$ cat config.mk
export PLATFORM = sky130hd
export DESIGN_NAME = rcsb_cube
export DESIGN_NICKNAME = d
export VERILOG_FILES = /design/src/rtl/rcsb_pkg.sv /design/src/rtl/rcsb_cube.sv
export SDC_FILE = /design/constraint.sdc
export NUM_CORES = 2
export LEC_CHECK = 0
export CAP_MARGIN = 20
export CORE_MARGIN = 2
export CORE_UTILIZATION = 65
export DETAILED_ROUTE_END_ITERATION = 10
export DONT_BUFFER_PORTS = 1
export GPL_TIMING_DRIVEN = 1
export PLACE_DENSITY_LB_ADDON = 0.08
export SYNTH_ARGS = -nofsm -noshare
export SYNTH_HDL_FRONTEND = slang
export SYNTH_SLANG_ARGS = --single-unit
export TNS_END_PERCENT = 10
$ cat constraint.sdc
create_clock -name clk -period 10.8 [get_ports clk]
set_input_delay 1.08 -clock clk [delete_from_list [all_inputs] [get_ports clk]]
set_output_delay 1.08 -clock clk [all_outputs]
set_load 0.05 [all_outputs]
$ cat src/rtl/rcsb_pkg.sv
// Shared constants, types and helper functions of the spline basis block.
// No dependencies; imported by every module of the block.
`timescale 1ns / 1ps

package rcsb_pkg;

	localparam int FRAC_BITS  = 16;
	localparam int IN_W       = 24;
	localparam int CFG_W      = 24;
	localparam int IDX_W      = 3;
	localparam int MAX_KNOTS  = 6;
	localparam int NUM_CELLS  = MAX_KNOTS - 2;
	localparam int D_W        = IN_W + 1;
	localparam int UD_W       = IN_W;
	localparam int SQ_W       = 2 * UD_W;
	localparam int S_W        = SQ_W - FRAC_BITS + 1;
	localparam int PROD_W     = S_W + UD_W;
	localparam int P_W        = PROD_W - FRAC_BITS;
	localparam int LAM_BITS   = 30;
	localparam int LAM_W      = LAM_BITS + 1;
	localparam int P_LO_W     = 32;
	localparam int P_HI_W     = P_W - P_LO_W;
	localparam int LO_W       = P_LO_W + LAM_W;
	localparam int HI_W       = P_HI_W + LAM_W;
	localparam int MM_W       = P_W + 1;
	localparam int VAL_W      = 64;
	localparam int DVD_W      = UD_W + LAM_BITS + 1;
	localparam int CNT_W      = $clog2(DVD_W);
	localparam int OUT_DATA_W = 72;

	localparam logic [IDX_W-1:0] REG_DERIV = 3'd0;
	localparam logic [IDX_W-1:0] REG_KNOTS = 3'd1;
	localparam logic [IDX_W-1:0] REG_KNOT0 = 3'd2;

	// Sample token handed from cell to cell.
	typedef struct packed {
		logic             valid;
		logic             deriv;
		logic [IDX_W-1:0] cols;
		logic [IN_W-1:0]  x;
		logic [P_W-1:0]   pmin;
		logic [P_W-1:0]   pmax;
	} token_t;

	// One finished basis column from a cell.
	typedef struct packed {
		logic             valid;
		logic             last;
		logic [VAL_W-1:0] value;
	} result_t;

	// Lambda write broadcast from the division unit to the cells.
	typedef struct packed {
		logic             we;
		logic [IDX_W-1:0] idx;
		logic [LAM_W-1:0] lam;
	} lam_wr_t;

	// Number of basis columns for a knot count, clamped to the legal range.
	function automatic logic [IDX_W-1:0] eff_cols(input logic [IDX_W-1:0] n);
		logic [IDX_W-1:0] c;
		if (n < IDX_W'(2))
			c = IDX_W'(1);
		else if (n > IDX_W'(MAX_KNOTS))
			c = IDX_W'(MAX_KNOTS - 1);
		else
			c = n - IDX_W'(1);
		return c;
	endfunction

	// round(p * lam / 2^LAM_BITS) from the split partial products.
	function automatic logic [MM_W-1:0] mm_round(input logic [HI_W-1:0] hi,
	                                            input logic [LO_W-1:0] lo);
		logic [LO_W:0] t;
		t = (LO_W+1)'(lo) + ((LO_W+1)'(1) << (LAM_BITS - 1));
		return (MM_W'(hi) << (P_LO_W - LAM_BITS)) + MM_W'(t >> LAM_BITS);
	endfunction

endpackage

$ cat src/rtl/rcsb_cube.sv
// Positive-part cube (or three times the positive-part square) of x - k.
// Three register stages; depends on rcsb_pkg.
`timescale 1ns / 1ps

module rcsb_cube (
	input  logic                       clk,
	input  logic                       en,
	input  logic [rcsb_pkg::IN_W-1:0]  x,
	input  logic [rcsb_pkg::IN_W-1:0]  k,
	input  logic                       deriv,
	output logic [rcsb_pkg::P_W-1:0]   p
);
	import rcsb_pkg::*;

	localparam logic [SQ_W-1:0]   HALF_SQ   = SQ_W'(1) << (FRAC_BITS - 1);
	localparam logic [PROD_W-1:0] HALF_PROD = PROD_W'(1) << (FRAC_BITS - 1);

	logic [D_W-1:0]    d;
	logic              pos;
	logic              pos_s1, deriv_s1, pos_s2, deriv_s2;
	logic [UD_W-1:0]   ud_s1;
	logic [SQ_W-1:0]   sq_s1;
	logic [SQ_W-1:0]   sq_rnd;
	logic [S_W-1:0]    s;
	logic [S_W-1:0]    s_s2;
	logic [PROD_W-1:0] prod_s2;
	logic [PROD_W-1:0] prod_rnd;

	assign d   = {x[IN_W-1], x} - {k[IN_W-1], k};
	assign pos = !d[D_W-1] && (d != '0);

	assign sq_rnd   = sq_s1 + HALF_SQ;
	assign s        = S_W'(sq_rnd >> FRAC_BITS);
	assign prod_rnd = prod_s2 + HALF_PROD;

	always_ff @(posedge clk) begin
		if (en) begin
			pos_s1   <= pos;
			deriv_s1 <= deriv;
			ud_s1    <= d[UD_W-1:0];
			sq_s1    <= SQ_W'(d[UD_W-1:0]) * SQ_W'(d[UD_W-1:0]);
			pos_s2   <= pos_s1;
			deriv_s2 <= deriv_s1;
			s_s2     <= s;
			prod_s2  <= PROD_W'(s) * PROD_W'(ud_s1);
			if (!pos_s2)
				p <= '0;
			else if (deriv_s2)
				p <= P_W'(s_s2) * P_W'(3);
			else
				p <= P_W'(prod_rnd >> FRAC_BITS);
		end
	end

endmodule

After elaboration in Yosys (flattened, before gate mapping)
Index checks and enable logic that the tools add are counted.
{ "totals": {"ff_bits": 206, "input_bits": 51, "out_inout_bits": 41, "elab_cells": 22} }
{ "op_classes": {"addsub": 3, "multipliers": 3, "muxes": 1, "bitwise": 1, "reduce_logical": 4} }
{ "ops": {"columns": ["op", "count"], "rows": [
  ["$add 57x16->57 const B", 1],
  ["$mul 32x24->56", 1],
  ["$add 48x16->48 const B", 1],
  ["$mul 24x24->48", 1],
  ["$mux 35", 1],
  ["$mul 32x2->34 const B", 1],
  ["$reduce_bool 25->1", 1],
  ["$sub 24x24->25", 1],
  ["$reduce_or 2->1", 1],
  ["$logic_and 1x1->1", 1],
  ["$logic_not 1->1", 1],
  ["$not 1->1", 1]
]} }

Depth between registers and ports, before layout
{ "depth": {"depth_word": 3, "mapped_depth": 38, "ltp_nobuf": 36} }

Least setup slack after synthesis
OpenSTA, ideal clock, no wires.
{ "synth_path": {"path_kind": "input -> register", "from": "input port x[0] (netlist name)", "to": "register sq_s1[39], data pin", "setup_time_ps": 258, "arrival_time_ps": 9286, "required_ps": 10542, "slack_ps": 1256, "stages": 36, "path_buffers": 1, "cell_sequence": "inv_1 -> ha_1 -> inv_1 -> fa_1 -> a211oi_1 -> o21ai_0 -> nand3_1 -> a21boi_1 -> o21a_1 -> nor2_1 -> xor2_1 -> clkinv_1 -> clkbuf_1 -> nand2_1 -> fa_1 -> inv_1 -> fa_1 -> fa_1 -> inv_1 -> fa_1 -> inv_1 -> fa_1 -> inv_1 -> fa_1 -> inv_1 -> fa_1 -> ha_1 -> nand2_1 -> o21ai_0 -> nor2_1 -> nor4b_2 -> o31a_1 -> o21a_2 -> o311ai_4 -> a31oi_1 -> xnor2_1"} }
{ "synth_between": {"elab_chain_cells": 2} }
{ "synth_rtl": {"columns": ["item", "line_no", "rtl"], "rows": [
  ["start: declaration", "rcsb_cube.sv:8", "input logic [rcsb_pkg::IN_W-1:0] x,"],
  ["$sub 24x24->25", "rcsb_cube.sv:29", "assign d = {x[IN_W-1], x} - {k[IN_W-1], k};"],
  ["named net d[18]", "rcsb_cube.sv:18", "logic [D_W-1:0] d;"],
  ["$mul 24x24->48", "rcsb_cube.sv:41", "sq_s1 <= SQ_W'(d[UD_W-1:0]) * SQ_W'(d[UD_W-1:0]);"],
  ["end signal: assignment", "rcsb_cube.sv:41", null],
  ["end: declaration", "rcsb_cube.sv:22", "logic [SQ_W-1:0] sq_s1;"]
]} }
The timed path passes the listed nets, and every way through them passes these cells.
A chain may end at the register's enable or synchronous reset.

Final worst setup path
{ "layout_path": {"from": "register sq_s1[21]", "to": "register prod_s2[50], data pin"} }
{ "layout_between": {"elab_chain_cells": 2} }
{ "layout_rtl": {"columns": ["item", "line_no", "rtl"], "rows": [
  ["$add 48x16->48", "rcsb_cube.sv:32", "assign sq_rnd = sq_s1 + HALF_SQ;"],
  ["$mul 32x24->56", "rcsb_cube.sv:45", "prod_s2 <= PROD_W'(s) * PROD_W'(ud_s1);"],
  ["end signal: assignment", "rcsb_cube.sv:45", null],
  ["end: declaration", "rcsb_cube.sv:26", "logic [PROD_W-1:0] prod_s2;"]
]} }
No other way between the ends.

==> flow_metrics.env <==
export IMPL_status="completed"
export IMPL_finalSetupViolCount=0
export IMPL_post_cts_resized=0
export IMPL_dieArea_um2=77300
export IMPL_drc=0
export IMPL_final_max_slew_viol_count=0
export IMPL_crit_top_cell="fa_1"
export IMPL_synth_cell_types=78
export IMPL_clock_skew_final_ps=26.6
export IMPL_hold_path_class="flip-flop to flip-flop"
export IMPL_clk_latency_ps=510
export IMPL_path_clk_slew_ps=90
export IMPL_num_vias=35154
export IMPL_timing_critical_path_arrival_ps=10110
export IMPL_global_route_wire_length_before_repair_um=203000
export IMPL_met3_usage_in_global_routing=0.0564
export IMPL_grt_busiest_layer="met2"
export IMPL_rsz0062_at_grt="false"
export IMPL_synth_edff_count=175
export IMPL_detailedRoute_firstPassIterationCount=6
export IMPL_regToRegEndpoint="prod_s2[50]"
export IMPL_placeableCoreArea_um2=74400
export IMPL_die_w_um=278
export IMPL_prevailing_post_synth_register_cell="edfxtp_1"
export IMPL_worst_pin_slew_ps=1220
export IMPL_r2r_setup_slack_ps=940
export IMPL_totalWireLength_um=125000
export IMPL_finish_net_count=6676
export IMPL_grt_max_degree=176
export IMPL_netlist_instances=5221
export IMPL_finalCriticalPeriod_ps=9860
export IMPL_multi_input_area_um2=38400
export IMPL_reg2reg_depth=30
export IMPL_clockRootBuffer="clkbuf_16"
export IMPL_detailedRoute_firstIterationViolations=2643
export IMPL_tns_ps=0
export IMPL_number_of_levels_in_the_clock_h_tree=4
export IMPL_ant_nets=0
export IMPL_rows=100
export IMPL_avgRoutedWirePerCell_um=20.4
export IMPL_grt_use_met1=0.442
export IMPL_slew_limit_headroom=0.190
export IMPL_grt_use_met2=0.571
export IMPL_end_kind="flip-flop"
export IMPL_cp_data_required_time_ps=11050
export IMPL_clock_buffers_created_by_tritoncts=17
export IMPL_count_of_hold_fix_buffers_inserted_at_cts=0
export IMPL_max_cap_violations=0
export IMPL_place_congestion=0.981
export IMPL_critical_path_max_stage_delay_ps=650
export IMPL_grt_pass1_vias=37821
export IMPL_final_min_period_over_clock_period=0.913
export IMPL_cp_max_fo=20
export IMPL_hold_depth=0
export IMPL_worstHoldEndpoint="deriv_s2"
export IMPL_seq_area_frac_synth=0.108
export IMPL_cts_sink_count=175
export IMPL_synth_warning_count=0
export IMPL_io_pins=92
export IMPL_ant_diodes=0
export IMPL_timing_worst_setup_path_type="flip-flop to flip-flop"
export IMPL_antenna_found_initial=3
export IMPL_worst_r2r_startpoint="sq_s1[21]"
export IMPL_average_size_of_a_mapped_cell_um2=9.35
export IMPL_globalRouteOverflowTotal=0
export IMPL_max_freq_mhz=101
export IMPL_synth_seq_cells=175
export IMPL_viasPerCell=5.74
export IMPL_postCtsSetupBuffers=0
export IMPL_fillers=5983
export IMPL_worstHoldStart="deriv_s1"
export IMPL_sum_of_net_half_perimeters_after_detailed_placement_um=99100
export IMPL_globalRouteTotalUtil=0.343
export IMPL_synthArstFlopShare=0
export IMPL_start_util=0.656
export IMPL_post_synthesis_net_count=6757
export IMPL_critical_path_startpoint_type="flip-flop"
export IMPL_critPathSlowestCell="nor3b_1"
export IMPL_tritoncts_clock_tree="built"
export IMPL_die_height_um=278
export IMPL_layout_area_seq_um2=5260
export IMPL_synthesis_area_um2=48800
export IMPL_count_of_final_hold_check_violations=0
export IMPL_drive_above_1_share=0.0371
export IMPL_numPortBuffers=0
export IMPL_layout_area_overhead_vs_synth_pct=4.40
export IMPL_cts_max_path_buffers=2
[Yosys cell counts, types with 13 or more instances]
| master | n | area share |
|---|---|---|
| inv_1 | 1234 | 0.095 |
| fa_1 | 1083 | 0.44 |
| nand2_1 | 713 | 0.055 |
| ha_1 | 402 | 0.10 |
| and2_1 | 304 | 0.039 |
| nor2_1 | 258 | 0.020 |
| clkbuf_1 | 193 | 0.015 |
| edfxtp_1 | 175 | 0.11 |
| a21oi_1 | 141 | 0.014 |
| xnor2_1 | 120 | 0.022 |
| o21ai_0 | 75 | 0.0077 |
| xor2_1 | 70 | 0.013 |
| nand3_1 | 60 | 0.0062 |
| a21o_1 | 46 | 0.0071 |
| nand4_1 | 33 | 0.0042 |
| a211oi_1 | 30 | 0.0046 |
| and3_1 | 28 | 0.0036 |
| o21bai_1 | 20 | 0.0031 |
| nor3_1 | 18 | 0.0018 |
| nand2b_1 | 14 | 0.0018 |
| or3_1 | 14 | 0.0018 |
| nor2b_1 | 13 | 0.0017 |
[per-layer routing]
metal  vias to the layer above  share of wire
li1                      15542              -
met1                     17767           0.39
met2                      1481           0.48
met3                       362          0.079
met4                         2          0.054
met5                         -        0.00015
[metrics by stage]
step,setup slack (ps),instances,util,hold WS (ps),instance area (um^2)
5_1_grt,280,6122,0.685,426,51000
6_report,942,6122,0.685,424,51000
3_5_place_dp,795,6089,0.676,405,50300
4_1_cts,1030,6121,0.684,425,51000
3_3_place_gp,931,6089,0.676,401,50300
2_1_floorplan,1260,5221,-,400,48800
[how the worst max path moves through the flow]
stage	endpoint	slack (ps)	depth (start not counted)	from
detailed placement	sq_s1[38]	800	38	x[0]
CTS	prod_s2[50]	1030	30	sq_s1[21]
finish	prod_s2[50]	940	30	sq_s1[21]
global placement	sq_s1[39]	930	38	x[0]
global route	prod_s2[50]	280	30	sq_s1[21]
floorplan	sq_s1[39]	1260	36	x[0]
[layout by cell type (no fill, tap or decap), types with 9 or more instances in the layout]
master	count
a21o_1	46
xor2_1	58
nand2_1	713
o211ai_1	12
a31oi_1	12
a211oi_1	30
nor3_1	18
inv_1	1234
o31ai_1	11
edfxtp_1	175
xnor2_2	21
nor2_1	258
a21oi_1	141
buf_4	100
clkbuf_16	17
nand2b_1	14
nor4_1	12
nor2b_1	13
and4_1	9
and2_1	304
nand3_1	60
o21ai_0	75
xor2_2	12
or3_1	14
nand4_1	33
ha_1	402
fa_1	1083
o21bai_1	20
xnor2_1	98
and3_1	28
[cell families after synthesis]
kind of cell             synth area share
XOR/XNOR                           0.0357
adder cells (fa/ha/maj)             0.547
AO/OA/AOI/OAI                      0.0556
flip-flops                          0.108
AND/OR/NAND/NOR                     0.142
buffers and inverters               0.111
multiplexers                     0.000820
[layout make-up]
class | count | share of cell area
timing repair buffer | 101 | 0.0150
clock inverter | 15 | 0.00403
inverter | 1242 | 0.0915
tap | 969 | 0.0238
sequential | 175 | 0.103
clock buffer | 17 | 0.00835
multi-input combinational | 3603 | 0.754
[state kept, by name (all words and copies together), names as in the netlist]
signal    cells
deriv_s2      1
prod_s2      41
s_s2         32
ud_s1        24
sq_s1        33
pos_s2        1
pos_s1        1
deriv_s1      1
p            41
[critical path: cells and delay by family (launching register included)]
family | cells | cell delay (ps)
adders and majority gates | 8 | 3820
and+or+nand+nor | 9 | 2330
AOI/OAI and AO/OA | 7 | 1700
xor gates and xnor gates | 2 | 700
buffers and inverters | 4 | 540
DFF | 1 | 480
Power is left out: the tool's default activity adds up to more than one toggle a clock period on the data nets, which glitch-free logic cannot reach.
