<file path="src/rtl/rcsb_pkg.sv">
// Shared constants, types and helper functions of the spline basis block.
// No dependencies; imported by every module of the block.
`timescale 1ns / 1ps

package rcsb_pkg;

	localparam int FRAC_BITS  = 16;
	localparam int IN_W       = 24;
	localparam int CFG_W      = 24;
	localparam int IDX_W      = 3;
	localparam int MAX_KNOTS  = 6;
	localparam int NUM_CELLS  = MAX_KNOTS - 2;
	localparam int D_W        = IN_W + 1;
	localparam int UD_W       = IN_W;
	localparam int SQ_W       = 2 * UD_W;
	localparam int S_W        = SQ_W - FRAC_BITS + 1;
	localparam int PROD_W     = S_W + UD_W;
	localparam int P_W        = PROD_W - FRAC_BITS;
	localparam int LAM_BITS   = 30;
	localparam int LAM_W      = LAM_BITS + 1;
	localparam int P_LO_W     = 32;
	localparam int P_HI_W     = P_W - P_LO_W;
	localparam int LO_W       = P_LO_W + LAM_W;
	localparam int HI_W       = P_HI_W + LAM_W;
	localparam int MM_W       = P_W + 1;
	localparam int VAL_W      = 64;
	localparam int DVD_W      = UD_W + LAM_BITS + 1;
	localparam int CNT_W      = $clog2(DVD_W);
	localparam int OUT_DATA_W = 72;

	localparam logic [IDX_W-1:0] REG_DERIV = 3'd0;
	localparam logic [IDX_W-1:0] REG_KNOTS = 3'd1;
	localparam logic [IDX_W-1:0] REG_KNOT0 = 3'd2;

	// Sample token handed from cell to cell.
	typedef struct packed {
		logic             valid;
		logic             deriv;
		logic [IDX_W-1:0] cols;
		logic [IN_W-1:0]  x;
		logic [P_W-1:0]   pmin;
		logic [P_W-1:0]   pmax;
	} token_t;

	// One finished basis column from a cell.
	typedef struct packed {
		logic             valid;
		logic             last;
		logic [VAL_W-1:0] value;
	} result_t;

	// Lambda write broadcast from the division unit to the cells.
	typedef struct packed {
		logic             we;
		logic [IDX_W-1:0] idx;
		logic [LAM_W-1:0] lam;
	} lam_wr_t;

	// Number of basis columns for a knot count, clamped to the legal range.
	function automatic logic [IDX_W-1:0] eff_cols(input logic [IDX_W-1:0] n);
		logic [IDX_W-1:0] c;
		if (n < IDX_W'(2))
			c = IDX_W'(1);
		else if (n > IDX_W'(MAX_KNOTS))
			c = IDX_W'(MAX_KNOTS - 1);
		else
			c = n - IDX_W'(1);
		return c;
	endfunction

	// round(p * lam / 2^LAM_BITS) from the split partial products.
	function automatic logic [MM_W-1:0] mm_round(input logic [HI_W-1:0] hi,
	                                            input logic [LO_W-1:0] lo);
		logic [LO_W:0] t;
		t = (LO_W+1)'(lo) + ((LO_W+1)'(1) << (LAM_BITS - 1));
		return (MM_W'(hi) << (P_LO_W - LAM_BITS)) + MM_W'(t >> LAM_BITS);
	endfunction

endpackage

</file>
<file path="src/rtl/rcsb_lam.sv">
// Lambda unit: recomputes the interior-knot weights after reset and after
// each register write with a restoring divider, one quotient bit per cycle.
// Depends on rcsb_pkg.
`timescale 1ns / 1ps

module rcsb_lam (
	input  logic                      clk,
	input  logic                      arst_n,
	input  logic                      cfg_we,
	input  logic [rcsb_pkg::IN_W-1:0] knots [rcsb_pkg::MAX_KNOTS],
	input  logic [rcsb_pkg::IDX_W-1:0] cols,
	output rcsb_pkg::lam_wr_t         lam_wr,
	output logic [rcsb_pkg::IN_W-1:0] kmax,
	output logic                      busy
);
	import rcsb_pkg::*;

	typedef enum logic [3:0] {
		ST_IDLE  = 4'b0001,
		ST_START = 4'b0010,
		ST_LOAD  = 4'b0100,
		ST_DIV   = 4'b1000
	} state_t;

	state_t           state_q;
	logic [IDX_W-1:0] kidx_q;
	logic [IN_W-1:0]  kmax_q;
	logic [IN_W-1:0]  ksh_q [NUM_CELLS];
	logic [UD_W-1:0]  den_q;
	logic             den_pos_q;
	logic [DVD_W-1:0] dvd_q;
	logic [UD_W-1:0]  rem_q;
	logic [LAM_W-1:0] quo_q;
	logic [CNT_W-1:0] cnt_q;

	logic [D_W-1:0]   den_full, num_full;
	logic [UD_W-1:0]  num_c;
	logic [UD_W:0]    r;
	logic [UD_W:0]    r_sub;
	logic             ge, last_step, done_knot;

	assign den_full  = {knots[cols][IN_W-1], knots[cols]} - {knots[0][IN_W-1], knots[0]};
	assign num_full  = {kmax_q[IN_W-1], kmax_q} - {ksh_q[0][IN_W-1], ksh_q[0]};
	assign r         = {rem_q, dvd_q[DVD_W-1]};
	assign r_sub     = r - {1'b0, den_q};
	assign ge        = !r_sub[UD_W];
	assign last_step = (cnt_q == CNT_W'(DVD_W - 1));
	assign done_knot = (state_q == ST_LOAD && !den_pos_q) || (state_q == ST_DIV && last_step);

	always_comb begin
		if (num_full[D_W-1])
			num_c = '0;
		else if (num_full[UD_W-1:0] > den_q)
			num_c = den_q;
		else
			num_c = num_full[UD_W-1:0];
	end

	assign lam_wr.we  = done_knot;
	assign lam_wr.idx = kidx_q;
	assign lam_wr.lam = (state_q == ST_DIV) ? {quo_q[LAM_W-2:0], ge} : '0;
	assign kmax       = kmax_q;
	assign busy       = (state_q != ST_IDLE);

	always_ff @(posedge clk or negedge arst_n) begin
		if (!arst_n) begin
			state_q <= ST_START;
			kidx_q  <= IDX_W'(1);
			cnt_q   <= '0;
		end else if (cfg_we) begin
			state_q <= ST_START;
		end else begin
			unique case (state_q)
				ST_IDLE: begin
				end
				ST_START: begin
					kidx_q  <= IDX_W'(1);
					state_q <= ST_LOAD;
				end
				ST_LOAD: begin
					cnt_q <= '0;
					if (den_pos_q)
						state_q <= ST_DIV;
				end
				ST_DIV: begin
					cnt_q <= cnt_q + CNT_W'(1);
				end
				default: state_q <= ST_START;
			endcase
			if (done_knot) begin
				if (kidx_q == IDX_W'(NUM_CELLS))
					state_q <= ST_IDLE;
				else begin
					kidx_q  <= kidx_q + IDX_W'(1);
					state_q <= ST_LOAD;
				end
			end
		end
	end

	always_ff @(posedge clk) begin
		if (state_q == ST_START) begin
			// the span is the same for every knot; latch it once
			kmax_q    <= knots[cols];
			den_q     <= den_full[UD_W-1:0];
			den_pos_q <= !den_full[D_W-1] && (den_full != '0);
			for (int i = 0; i < NUM_CELLS; i++)
				ksh_q[i] <= knots[i+1];
		end
		if (state_q == ST_LOAD && den_pos_q) begin
			dvd_q <= (DVD_W'(num_c) << LAM_BITS) + DVD_W'(den_q >> 1);
			rem_q <= '0;
			quo_q <= '0;
		end
		if (state_q == ST_DIV) begin
			rem_q <= ge ? r_sub[UD_W-1:0] : r[UD_W-1:0];
			dvd_q <= dvd_q << 1;
			quo_q <= {quo_q[LAM_W-2:0], ge};
		end
		if (done_knot) begin
			for (int i = 0; i < NUM_CELLS - 1; i++)
				ksh_q[i] <= ksh_q[i+1];
		end
	end

endmodule

</file>
<file path="config.mk">
export PLATFORM = sky130hd
export DESIGN_NAME = rcsb_lam
export DESIGN_NICKNAME = d
export VERILOG_FILES = /design/src/rtl/rcsb_pkg.sv /design/src/rtl/rcsb_lam.sv
export SDC_FILE = /design/constraint.sdc
export NUM_CORES = 1
export LEC_CHECK = 0
export ABC_AREA = 0
export BUFFER_PORTS_ARGS = -buffer_cell sky130_fd_sc_hd__buf_2
export CORE_MARGIN = 10
export CORE_UTILIZATION = 45
export DETAILED_ROUTE_END_ITERATION = 8
export HOLD_SLACK_MARGIN = 0.12
export MAX_ROUTING_LAYER = met4
export PLACE_DENSITY = 0.7
export SETUP_SLACK_MARGIN = 0.05
export SKIP_LAST_GASP = 1
export SYNTH_ARGS = -nofsm -noshare
export SYNTH_HDL_FRONTEND = slang
export SYNTH_SLANG_ARGS = --single-unit
</file>
<file path="constraint.sdc">
create_clock -name clk -period 10.6 [get_ports clk]
set_input_delay 1.06 -clock clk [delete_from_list [all_inputs] [get_ports clk]]
set_output_delay 1.06 -clock clk [all_outputs]
set_load 0.01 [all_outputs]
</file>
# Yosys cells after proc, flatten, opt, wreduce, memory -nomap -nowiden
# Memory sizes are Yosys's and may differ from the RTL's.
# Index checks and enable logic that the tools add are counted.
dict set report classes {
  bitwise_logic 5
  add_sub_neg 6
  n_reduce_logical 14
  magnitude_cmp 2
  n_mux 29
  n_eq_ne 9
}
# cell n
set op_table {}
lappend op_table {{$mux W24} 10}
lappend op_table {{$mux W55} 2}
lappend op_table {{$bmux W24 S3} 1}
lappend op_table {{$mux W30} 2}
lappend op_table {{$add A54 B23 Y55} 1}
lappend op_table {{$sub A24 B24 Y25} 2}
lappend op_table {{$mux W31} 1}
lappend op_table {{$reduce_bool A25 Y1} 1}
lappend op_table {{$sub A25 B24 Y25} 1}
lappend op_table {{$gt A24 B24 Y1} 1}
lappend op_table {{$mux W3} 4}
lappend op_table {{$mux W4} 3}
lappend op_table {{$pmux W4 S3} 1}
lappend op_table {{$pmux W6 S2} 1}
lappend op_table {{$add A6 B1 Y6 const B} 1}
lappend op_table {{$eq A6 B6 Y1 const B} 1}
lappend op_table {{$eq A4 B1 Y1 const B} 1}
lappend op_table {{$eq A4 B2 Y1 const B} 1}
lappend op_table {{$eq A4 B3 Y1 const B} 1}
lappend op_table {{$eq A4 B4 Y1 const B} 1}
lappend op_table {{$ge A4 B4 Y1 const B} 1}
lappend op_table {{$logic_and A1 B1 Y1} 4}
lappend op_table {{$mux W1} 4}
lappend op_table {{$ne A4 B1 Y1 const B} 1}
lappend op_table {{12 further kinds} 18}
dict set report totals {
  ram_bits 96
  n_memories 1
  out_inout_bits 60
  word_cells 76
  input_bits 150
  regBits 171
}
# name depth word_bits read_ports rd_clocked_by_memory_dff write_ports line
set memory_table {}
lappend memory_table {ksh_q 4 24 4 0 4 rcsb_lam.sv:28} ;# logic [IN_W-1:0] ksh_q [NUM_CELLS];

# Logic depth before layout (Yosys ltp)
# An unclocked memory read counts as a cell.
dict set report depth {
  ltp_word 8
  ltp_mapped 23
  mapped_depth_nobuf 22
}

# Worst setup path before layout
# Ideal clock, no wire load.
dict set report synth_timing {
  path_kind {reg2reg}
  from {register state_q[1]}
  to {memory ksh_q[0][0], enable pin}
  stages_incl_launch_ff 4
  period_less_slack_ns 10.837
  setup_slack_ns -0.237
  setup_ns 0.425
  required_ns 10.175
  t_arrival_ns 10.413
  path_buffers 0
  path_cell_list {dfstp_2 > nor4b_1 > nor2_1 > inv_1}
}
# item line
set synth_lines {}
lappend synth_lines {{start, declared} rcsb_lam.sv:25} ;# state_t state_q;
lappend synth_lines {{start signal, assigned} rcsb_lam.sv:67} ;# state_q <= ST_START;
lappend synth_lines {{start signal, assigned} rcsb_lam.sv:71} ;# state_q <= ST_START;
lappend synth_lines {{start signal, assigned} rcsb_lam.sv:78} ;# state_q <= ST_LOAD;
lappend synth_lines {{end, declared} rcsb_lam.sv:28}

# Worst setup path after layout
dict set report layout_timing {
  from {register kmax_q[1] (netlist: kmax[1])}
  to {register dvd_q[50], data pin}
}
dict set report layout_between {
  elab_chain_len 7
}
# item line
set layout_rtl {}
lappend layout_rtl {{start, declared} rcsb_lam.sv:27} ;# logic [IN_W-1:0] kmax_q;
lappend layout_rtl {{start signal, assigned} rcsb_lam.sv:104} ;# kmax_q <= knots[cols];
lappend layout_rtl {{$sub A24 B24 Y25 *} rcsb_lam.sv:43} ;# assign num_full = {kmax_q[IN_W-1], kmax_q} - {ksh_q[0][IN_W-1], ksh_q[0]};
lappend layout_rtl {{$gt A24 B24 Y1} rcsb_lam.sv:53} ;# else if (num_full[UD_W-1:0] > den_q)
lappend layout_rtl {{$mux W24} rcsb_lam.sv:53}
lappend layout_rtl {{$mux W24 *} rcsb_lam.sv:51} ;# if (num_full[D_W-1])
lappend layout_rtl {{$add A54 B23 Y55 *} rcsb_lam.sv:111} ;# dvd_q <= (DVD_W'(num_c) << LAM_BITS) + DVD_W'(den_q >> 1);
lappend layout_rtl {{$mux W55 *} rcsb_lam.sv:110} ;# if (state_q == ST_LOAD && den_pos_q) begin
lappend layout_rtl {{$mux W55 *} rcsb_lam.sv:115} ;# if (state_q == ST_DIV) begin
lappend layout_rtl {{end signal, assigned} rcsb_lam.sv:111}
lappend layout_rtl {{end signal, assigned} rcsb_lam.sv:117} ;# dvd_q <= dvd_q << 1;
lappend layout_rtl {{end, declared} rcsb_lam.sv:31} ;# logic [DVD_W-1:0] dvd_q;
# Mark *: on every way between the ends. The rest lies on a longest branch, timed or not. The select of a mux whose other input is x is not followed.
# A chain may end at the register's enable or synchronous reset.

==> results.cfg <==
[synth]
synth_seq_cells = 267
synth_nets = 1724
ys_types = 74
ys_seq_area_share_pct = 49.01
ys_warn_count = 0
synth_area_um2 = 16210
syn_area_per_cell_um2 = 11.02
async_flop_share_pct = 4.869
postSynth.topFlopCell = edfxtp_1
synth_cells = 1471
synth_edf_count = 253

[sta]
slew_violations = 0
setup_viol = 0
finClkSkew_ps = 14.48
final_hold_viol_count = 0
period_share_pct = 52.46
final.setup.tns_ps = 0
fmax_ghz = 0.1798
rsz0062_at_grt = no
slew_headroom_pct = 31.87
period_minus_slack_ps = 5561
tightest_slew_ps = 1017

[clock_tree]
cts_hold_buf = 0
clk_pin_slew_ps = 60
cts_buffers = 30
clk_latency_ps = 560
cts_resized = 0
cts_max_level = 1
cts_tree = done
cts_max_path_buffers = 3
post_cts_buffers = 0
clock-sinks = 267
cts-root-buf = clkbuf_16

[drt]
drt_iter0_markers = 779
dr.pass1.iters = 5
routed_wl_um = 39420
viasPerCell = 5.574
routedWlPerCell_um = 18.32
ant_nets = 0
drc = 0
vias = 11995

[worst_setup_path]
crit_path_frequent_cell = a21oi_1
crit_buf_inv = 2
critical_path.cell_chain = ha_1, nor2b_1, o31ai_1, a21oi_1, o41a_1, o211ai_1, a21oi_1, or3_1, and2_1, ha_1, a21o_1, a21o_1, a21oi_1, o21ai_0, a211oi_2, buf_4, or2_0, buf_4, nand3_1, o221ai_1
crit_path_start_kind = flip-flop
critical_path_peak_fanout = 23
critPathArrivalTime_ps = 5940
worst_path_largest_cell_delay_ps = 490
cp_slowest_cell = o41a_1
path_class = reg2reg
critPathTopFamily = compound AO/OA/AOI/OAI gates
end_kind = flip-flop
cp.required_ps = 10980

[run_status]
status = finished, final reports clean

[placement]
routabilityCongestion = 0.9245
dp_hpwl_um = 29490
io_buffers = 209
postPlaceCellArea_um2 = 17750

[layout]
n_antenna_cell = 0
fin_area_um2 = 18740
final_common_cell = edfxtp_1
final_nets = 1921
final_layout_size_suffix_gt1_share_pct = 23.36
areaGrowthSynthToFinish_pct = 15.61
layout_common_cells = edfxtp_1 (253), buf_2 (209), nand2_1 (143), o21ai_0 (106), inv_1 (102)

[global_routing]
grt_max_degree = 123
grt_usage_pct = 17.90
grt_pass1_vias = 12323
grt_overflow = 0
grt_pass1_wl_um = 64310
antenna_found_initial = 0

[pwr]
power.density_nw_per_um2 = 212.3
vdd_drop_max_v = 0.0001601
p_leak_nw = 7.790

[floorplan]
rows = 69
die-area_um2 = 44020
coreArea_um2 = 35570
dieWidth_um = 209.8
initial_core_util_pct = 45.57
io_pins = 210
die_h_um = 209.8

[flow_run]
max_cap_violations = 0

[worst_hold_path]
hold_path_class = in2async
## layer usage
metal  vias up  wire length [um]  part of all wire [%]  GRT usage (%)
met5         -                 0                     0              -
met1      5744             17920                    45          23.48
met4         0               935                   2.4          4.813
li1       5828                 -                     -              -
met3        60              2185                   5.5          2.747
met2       363             18370                    47          28.42
## Yosys cell counts, types with 24 or more instances
cell type	n	area, um^2
mux2_2	73	822.0
a21oi_1	85	425.4
ha_1	100	1251
clkbuf_1	42	157.7
nor3_1	37	185.2
o21ai_0	107	535.5
nor2_1	71	266.5
inv_1	103	386.6
mux2i_1	29	290.3
a21o_1	32	240.2
mux4_2	24	540.5
xnor2_1	31	271.5
nand2_1	144	540.5
and2_1	73	456.7
edfxtp_1	253	7597
## state kept, by name, summed over array words and instances, names as in the netlist
signal     flops
den_pos_q      1
cnt_q          6
kidx_q         3
ksh_q         96
dvd_q         55
kmax          24
state_q        4
rem_q         24
quo_q         30
den_q         24
## stage by stage
step | instances | hold WS [ps] | power, mW | setup WS (ps) | utilization (%)
2_1_floorplan | 1471 | 464.0 | 2.550 | 3662 | -
3_3_place_gp | 2097 | 478.3 | 2.907 | 4639 | 49.91
3_5_place_dp | 2097 | 510.6 | 2.944 | 4530 | 49.91
4_1_cts | 2152 | 376.4 | 3.997 | 5088 | 52.69
5_1_grt | 2152 | 384.1 | 4.242 | 4643 | 52.69
6_report | 2152 | 385.7 | 3.978 | 5039 | 52.69
## path summary, 6_finish.rpt
path                            from         end  slack, ps  cells after the start
min                           arst_n  state_q[3]        390                      1
min reg2reg                dvd_q[25]   dvd_q[26]        520                      1
max in group asynchronous     arst_n  state_q[1]       9920                      1
max reg2reg                  kmax[1]   dvd_q[50]       5040                     20
max                          kmax[1]   dvd_q[50]       5040                     20
min in group clk           dvd_q[25]   dvd_q[26]        520                      1
## kinds of logic after synthesis
logic type / count (synthesis) / synth area share (%)
muxes: 126 / 10.20
buffers and inverters: 159 / 3.813
adders and majority gates: 103 / 8.089
AOI/OAI and AO/OA: 335 / 12.98
and+or+nand+nor: 430 / 13.15
xor gates and xnor gates: 51 / 2.755
DFF: 267 / 49.01
## power breakdown
group / internal [mW] / switching, mW
Sequential: 1.37 / 0.0675
Clock: 0.619 / 0.424
Combinational: 0.585 / 0.913
Total: 2.57 / 1.41
## area by class of cell
type	instances	area, um^2
Clock buffer	40	828.3
Clock inverter	15	161.4
Fill cell	3150	16830
Inverter	103	386.6
Multi-Input combinational cell	1045	7707
Sequential cell	267	7945
Tap cell	461	576.8
Timing Repair Buffer	221	1136
(Power assumes the default switching activity.)
